[src/sv/tsu_pkg.sv]
// tsu_pkg: shared types and constants of the taylor sigmoid unit
// no dependencies
package tsu_pkg;

  localparam int X_W    = 16;
  localparam int T_W    = 17;
  localparam int B_W    = 38;
  localparam int P_W    = B_W + T_W;
  localparam int D_W    = 37;
  localparam int N_W    = 42;
  localparam int Q_W    = 17;
  localparam int R_W    = 16;
  localparam int STEPS  = 8;
  localparam int FRAC_B = 24;

  localparam logic signed [B_W-1:0] ONE_Q24 = B_W'(64'sd16777216);
  localparam logic signed [P_W-1:0] RND_HALF = P_W'(64'sd2048);

  typedef struct packed {
    logic signed [X_W-1:0] x_value;
    logic                  last_in;
  } tsu_in_t;

  typedef struct packed {
    logic [R_W-1:0] sigmoid_value;
    logic           last_out;
  } tsu_out_t;

  typedef struct packed {
    logic signed [B_W-1:0] b;
    logic                  last;
  } tsu_acc_t;

  typedef struct packed {
    logic [Q_W-1:0] q;
    logic           sat;
    logic           last;
  } tsu_quo_t;

  function automatic logic signed [B_W-1:0] coef_q24(input int k);
    logic signed [B_W-1:0] c;
    case (k)
      0:       c = B_W'(64'sd416);
      1:       c = B_W'(64'sd3329);
      2:       c = B_W'(64'sd23302);
      3:       c = B_W'(64'sd139810);
      4:       c = B_W'(64'sd699051);
      5:       c = B_W'(64'sd2796203);
      6:       c = B_W'(64'sd8388608);
      7:       c = B_W'(64'sd16777216);
      8:       c = B_W'(64'sd16777216);
      default: c = '0;
    endcase
    return c;
  endfunction

endpackage

[src/sv/tsu_div.sv]
// tsu_div: pipelined restoring division forming the rounded quotient 2^40 / (2^24 + p), one bit per stage
// depends on tsu_pkg
module tsu_div (
  input  logic              clk_i,
  input  logic              rst_ni,
  input  logic              en_i,
  input  logic              valid_i,
  input  tsu_pkg::tsu_acc_t acc_i,
  output logic              valid_o,
  output tsu_pkg::tsu_quo_t quo_o
);
  import tsu_pkg::*;

  logic [Q_W:0]      vld_q;
  logic [D_W-1:0]    d_q    [0:Q_W];
  logic [D_W-1:0]    rem_q  [0:Q_W];
  logic [Q_W-1:0]    nlo_q  [0:Q_W];
  logic [Q_W-1:0]    q_q    [0:Q_W];
  logic              sat_q  [0:Q_W];
  logic              last_q [0:Q_W];

  logic [D_W-1:0] d_d;
  logic [N_W-1:0] n_d;

  assign d_d = D_W'(acc_i.b + ONE_Q24);
  assign n_d = (N_W'(1) << (FRAC_B + R_W)) + N_W'(d_d >> 1);

  always_ff @(posedge clk_i or negedge rst_ni) begin
    if (!rst_ni) begin
      vld_q <= '0;
    end else if (en_i) begin
      vld_q <= {vld_q[Q_W-1:0], valid_i};
    end
  end

  always_ff @(posedge clk_i) begin
    if (en_i) begin
      d_q[0]    <= d_d;
      rem_q[0]  <= D_W'(n_d >> Q_W);
      nlo_q[0]  <= n_d[Q_W-1:0];
      q_q[0]    <= '0;
      sat_q[0]  <= (acc_i.b <= B_W'(0));
      last_q[0] <= acc_i.last;
    end
  end

  for (genvar j = 0; j < Q_W; j++) begin : g_bit
    logic [D_W:0]   trial;
    logic           fits;
    logic [D_W-1:0] rem_d;
    assign trial = {rem_q[j], nlo_q[j][Q_W-1-j]};
    assign fits  = (trial >= {1'b0, d_q[j]});
    assign rem_d = fits ? D_W'(trial - {1'b0, d_q[j]}) : D_W'(trial);
    always_ff @(posedge clk_i) begin
      if (en_i) begin
        d_q[j+1]    <= d_q[j];
        rem_q[j+1]  <= rem_d;
        nlo_q[j+1]  <= nlo_q[j];
        q_q[j+1]    <= {q_q[j][Q_W-2:0], fits};
        sat_q[j+1]  <= sat_q[j];
        last_q[j+1] <= last_q[j];
      end
    end
  end

  assign valid_o    = vld_q[Q_W];
  assign quo_o.q    = q_q[Q_W];
  assign quo_o.sat  = sat_q[Q_W];
  assign quo_o.last = last_q[Q_W];

  a_rem_lt_div: assert property (@(posedge clk_i) disable iff (!rst_ni)
    vld_q[Q_W] && !sat_q[Q_W] |-> (rem_q[Q_W] < d_q[Q_W]))
    else $error("remainder not below divisor");

  a_quo_range: assert property (@(posedge clk_i) disable iff (!rst_ni)
    vld_q[Q_W] && !sat_q[Q_W] |-> (q_q[Q_W] <= Q_W'(65536)))
    else $error("quotient out of range");

endmodule

[config.mk]
export PLATFORM = sky130hd
export DESIGN_NAME = tsu_div
export DESIGN_NICKNAME = d
export VERILOG_FILES = /design/src/sv/tsu_pkg.sv /design/src/sv/tsu_div.sv
export SDC_FILE = /design/constraint.sdc
export NUM_CORES = 2
export LEC_CHECK = 0
export BUFFER_PORTS_ARGS = -buffer_cell sky130_fd_sc_hd__buf_2
export CORE_ASPECT_RATIO = 0.9
export CORE_UTILIZATION = 35
export DETAILED_ROUTE_END_ITERATION = 8
export GPL_TIMING_DRIVEN = 0
export PLACE_DENSITY = 0.61
export SYNTH_ARGS = -nofsm -noshare
export SYNTH_HDL_FRONTEND = slang
export SYNTH_SLANG_ARGS = --single-unit
[constraint.sdc]
create_clock -name clk_i -period 7.2 [get_ports clk_i]
set_input_delay 1.44 -clock clk_i [delete_from_list [all_inputs] [get_ports clk_i]]
set_output_delay 1.44 -clock clk_i [all_outputs]
set_load 0.005 [all_outputs]
---- Yosys cells after proc, flatten, opt, wreduce, memory -nomap -nowiden ----
Memory sizes are Yosys's and may differ from the RTL's.
Cells that the tools add are included.
storage, ports and cells
  output and inout bits ................... 20
  flip-flop bits (word level) ............. 18
  bits of input ports ..................... 43
  RAM bits ................................ 1980
  memories ................................ 6
  word-level logic and storage cells ...... 63
memory list
  memory  words  width  rd ports  clocked after Yosys merged registers in  write ports  line           source
  d_q     18     37     17        0                                        18           tsu_div.sv:15  logic [D_W-1:0] d_q [0:Q_W];
  rem_q   18     37     17        0                                        18           tsu_div.sv:16  logic [D_W-1:0] rem_q [0:Q_W];
  nlo_q   18     17     17        0                                        18           tsu_div.sv:17  logic [Q_W-1:0] nlo_q [0:Q_W];
  q_q     18     17     18        0                                        18           tsu_div.sv:18  logic [Q_W-1:0] q_q [0:Q_W];
  last_q  18     1      18        0                                        18           tsu_div.sv:20  logic last_q [0:Q_W];
  sat_q   18     1      18        0                                        18           tsu_div.sv:19  logic sat_q [0:Q_W];
operators by class
  multiplexer cells ....................... 19
  $add $sub $neg .......................... 19
  magnitude comparators ................... 18
operators by type and width
  kind                                                             number
  greater-or-equal comparator 38 x 37 -> 1 bit                     17
  two-way mux 37 bit                                               17
  subtractor 37 bit                                                17
  adder 41 x 36 -> 42 bit, first input constant                    1
  less-or-equal comparator 38 x 1 -> 1 bit, second input constant  1
  adder 37 x 26 -> 37 bit, second input constant                   1
  two-way mux 1 bit                                                2

---- Depth between registers and ports, before layout ----
  depth in word-level cells ............... 2
  depth in mapped cells ................... 20
  mapped depth without buffers ............ 16

---- Least setup slack after synthesis ----
Ideal clock, no wire load.
  path type ............................... register to register
  start point ............................. memory d_q[15][2]
  end point ............................... memory rem_q[16][23] (data pin)
  slack ................................... 3.367 ns
  data arrival time ....................... 3.573 ns
  required time ........................... 6.940 ns
  stages on the path, launching flop included .. 21
  clock period less this slack ............ 3.833 ns
  path buffers ............................ 4
  library setup time ...................... 0.260 ns
  cell sequence ........................... edfxtp_1 > inv_1 > ha_1 > inv_1 > fa_1 > a21o_1 > a21o_1 > a21oi_2 > o22ai_4 > a21oi_2 > o311a_4 > o21ai_4 > a31oi_4 > a2111o_1 > buf_6 > and2_4 > buf_6 > inv_6 > buf_12 > buf_12 > mux2_4
RTL lines
  what         line
  from (decl)  tsu_div.sv:15
  to (decl)    tsu_div.sv:16

==> out/qor.txt <==
================================================================================
Number of rows in the core area                                              168
Core ar.                                                               0.233 mm2
Cell area after technology mapping                                    0.0820 mm2
Initial Utilization                                                        35.2%
Number of hold buffers added after cts                                         0
Final period util                                                          98.4%
Critical register-to-register path startpoint                       d_q[9][19]$_DFFE_PP_
Inserted Clock Buffers                                                       158
Initial DRC count                                                           4645
Worst VDD drop                                                          0.283 mV
Path type of the worst setup path                                   flip-flop to flip-flop
Critical path's slowest cell                                        sky130_fd_sc_hd__buf_1
Class of the worst hold path                                        flip-flop to flip-flop
Ratio of cells with drive above 1 in the final layout                      7.42%
H-tree depth                                                                   4
Final HPWL from detailed placement                                     167000 um
Cell depth of the worst flop-to-flop path                                     14
Post-route non-filler standard cell count                                  10900
Data arrival time of the critical path                                   7470 ps
Final setup violation count                                                    0
Setup slack of the worst register-to-register path                        120 ps
Global routing usage summed across all routing layers                      17.7%
Drt total wl                                                           214000 um
Die area                                                               0.236 mm2
Clock transition at the registers of the reported paths                    60 ps
Cell depth of the worst hold path                                              0
Number of nets with antenna violations after detailed routing                  0
Critical path cell sequence                                         inv_1 -> ha_1 -> clkbuf_1 -> nand4_1 -> nor4_1 -> nand4_1 -> nor4_1 -> nor3_1 -> nand2_1 -> a31o_2 -> clkbuf_1 -> clkbuf_1 -> buf_1 -> a21oi_1
Most prevalent standard cell on the critical path                   sky130_fd_sc_hd__clkbuf_1
Part of the Yosys area used for sequential elements                        52.2%
Final clock skew                                                         61.6 ps
CP max FO                                                                     10
Global-route wire length before repair                                 325000 um
Syn nets                                                                    8138
CTS tree                                                                    done
Count of unresolved DRC violations after routing                               0
Number of buffer cells added on primary ports                                 62
Final weighted congestion of routability-driven global placement           0.925
P&R area growth vs syn                                                     11.9%
Synthesized instance count                                                  7465
Pins over their slew limit                                                     0
Most used flip-flop cell after synthesis                            sky130_fd_sc_hd__edfxtp_1
Largest net degree at the start of global routing                            179
Count of pins on the block boundary                                           63
Antenna violations before repair                                               9
Clock latency on the worst-skew pair                                      820 ps
Yosys warns                                                                    0
TNS Setup                                                                   0 ps
Tightest Pin Transition                                                  1210 ps
Max-cap check violation count                                                  0
Post-CTS setup repair buffer count                                             0
Fill cell instance count of the final layout                               22300
Die Width                                                                 512 um
Post-layout minimum cycle time                                           7080 ps
Setup repair after global routing missed its margin                           no
Post-Syn Area per Cell                                                  11.0 um2
DP Cell Count                                                              10600
Kind of launch point of the worst setup path                           flip-flop
Leakage power summed over all cells                                      37.3 nW
Top library cells by usage in the layout, fill and taps aside       1410 x sky130_fd_sc_hd__edfxtp_1, 736 x sky130_fd_sc_hd__inv_1, 730 x sky130_fd_sc_hd__a21oi_1
First-pass iteration count of the detailed router                              5
Worst hold endpoint                                                 q_q[17][14]$_DFFE_PP_
Vertical die dimension                                                    461 um
Power per cell area                                                   431 mW/mm2
Clock Path Buffers                                                             3
Leading cell type in the layout, fill and taps excluded             sky130_fd_sc_hd__edfxtp_1
Max incr delay on CP                                                      970 ps
Wire length per cell                                                     19.7 um
FF-to-FF End                                                        rem_q[10][25]$_DFFE_PP_
Total area of multi-input combinational cells                         0.0356 mm2
Timing startpoint of the critical path                              d_q[9][19]$_DFFE_PP_
Final hold viol count                                                          0
NumNets Final                                                               8370
Number of flip-flops and latches in the synthesized netlist                 1428
Number of distinct library cells after synthesis                             102
Root buffer cell                                                    sky130_fd_sc_hd__clkbuf_16
Required arrival time at the worst endpoint                              7590 ps
Residual overflow from global routing                                          0
Max-slew headroom at the worst pin                                         17.1%
Seq. cell area                                                        0.0428 mm2
Outcome                                                             finished, final reports clean
Number of vias in the routed layout                                        56900
Share of synthesized flip-flops with an asynchronous set or reset          1.26%
Crit path capture type                                                 flip-flop
CTS sink cnt                                                                1428
Critical hold path startpoint                                       q_q[16][13]$_DFFE_PP_
Via density                                                                 5.23
Highest Clock Rate                                                     0.141 GHz
Number of synthesized flops with an enable pin                              1410
Cts repair resizes                                                             0
Number of global-route vias before repair                                  55000
================================================================================
==> routing by layer <==
metal | vias up | part of all wire [%] | track usage, %
met4 | 4 | 2.7 | 5.38
met5 | - | 0.012 | 0
li1 | 27800 | - | -
met2 | 1504 | 45 | 28.5
met1 | 27300 | 47 | 24.7
met3 | 312 | 5.0 | 2.51
==> power by group <==
group / leakage, nW / switching (W) / internal [W]
registers: 14.0 / 0.00144 / 0.0121
logic: 20.7 / 0.0105 / 0.00709
clock network: 2.59 / 0.00350 / 0.00485
total: 37.3 / 0.0155 / 0.0240
==> critical path: cells and delay by family (launching register included) <==
| family | cells | cell delay, ps |
|---|---|---|
| flops | 1 | 400 |
| buf+inv | 5 | 3060 |
| compound gates | 2 | 710 |
| fa+ha+maj | 1 | 260 |
| simple gates | 6 | 2220 |
==> flip-flops by register name, summed over array words and instances (netlist names) <==
register	cells
d_q	612
last_q	18
nlo_q	16
q_q	153
rem_q	593
sat_q	18
vld_q	18
==> Yosys cell counts, types with 55 or more instances <==
cell	n	area [um2]
sky130_fd_sc_hd__a21o_1	358	2690
sky130_fd_sc_hd__a21oi_1	730	3650
sky130_fd_sc_hd__a31oi_1	58	363
sky130_fd_sc_hd__and3_1	59	369
sky130_fd_sc_hd__clkbuf_1	163	612
sky130_fd_sc_hd__edfxtp_1	1410	42300
sky130_fd_sc_hd__ha_1	614	7680
sky130_fd_sc_hd__inv_1	736	2760
sky130_fd_sc_hd__mux2_2	171	1930
sky130_fd_sc_hd__nand2_1	531	1990
sky130_fd_sc_hd__nand2b_1	87	544
sky130_fd_sc_hd__nand3_1	122	611
sky130_fd_sc_hd__nand4_1	104	651
sky130_fd_sc_hd__nor2_1	458	1720
sky130_fd_sc_hd__nor2b_1	79	494
sky130_fd_sc_hd__nor3_1	55	275
sky130_fd_sc_hd__o21a_1	56	420
sky130_fd_sc_hd__o21ai_0	469	2350
sky130_fd_sc_hd__o21bai_1	81	608
sky130_fd_sc_hd__xnor2_1	291	2550
sky130_fd_sc_hd__xor2_1	225	1970
==> metrics by stage <==
| stage | hold slack [ps] | total power [W] | util, % | cell area (um2) | setup WS, ps |
|---|---|---|---|---|---|
| after floorplan | 400 | 0.0257 | - | 82000 | 3370 |
| after global placement | 400 | 0.0312 | 37.0 | 86100 | -17280 |
| after detailed placement | 405 | 0.0310 | 37.1 | 86400 | 570 |
| after CTS | 388 | 0.0396 | 39.4 | 91800 | 565 |
| after global routing | 404 | 0.0420 | 39.4 | 91800 | 244 |
| final | 395 | 0.0395 | 39.4 | 91800 | 117 |
==> kinds of logic after synthesis <==
logic type                 synth area share (%)
adders and majority gates                  9.76
muxes                                      2.66
DFF                                        52.2
xor gates and xnor gates                   5.51
AOI/OAI and AO/OA                          15.9
buffers and inverters                      4.40
and+or+nand+nor                            9.59
==> cell type report <==
| cell class | count | share of cell area (%) |
|---|---|---|
| Sequential cell | 1428 | 46.6 |
| Multi-Input combinational cell | 5099 | 38.8 |
| Clock buffer | 185 | 4.51 |
| Tap cell | 3060 | 4.17 |
| Inverter | 738 | 3.02 |
| Clock inverter | 105 | 1.35 |
| Buffer | 200 | 0.911 |
| Timing Repair Buffer | 72 | 0.611 |
| Antenna cell | 2 | 0.00545 |
==> how the worst max path moves through the flow <==
| stage | endpoint | slack [ps] | depth (start not counted) |
|---|---|---|---|
| 6_report | rem_q[10][25]$_DFFE_PP_ | 120 | 14 |
| 3_5_place_dp | rem_q[10][25]$_DFFE_PP_ | 570 | 14 |
| 4_1_cts | rem_q[10][25]$_DFFE_PP_ | 560 | 14 |
| 5_1_grt | rem_q[10][25]$_DFFE_PP_ | 240 | 14 |
| 3_3_place_gp | vld_q[12]$_DFFE_PN0P_ | -17280 | 4 |
| 2_1_floorplan | rem_q[16][23]$_DFFE_PP_ | 3370 | 20 |
Power figures use the tool's default switching activity.
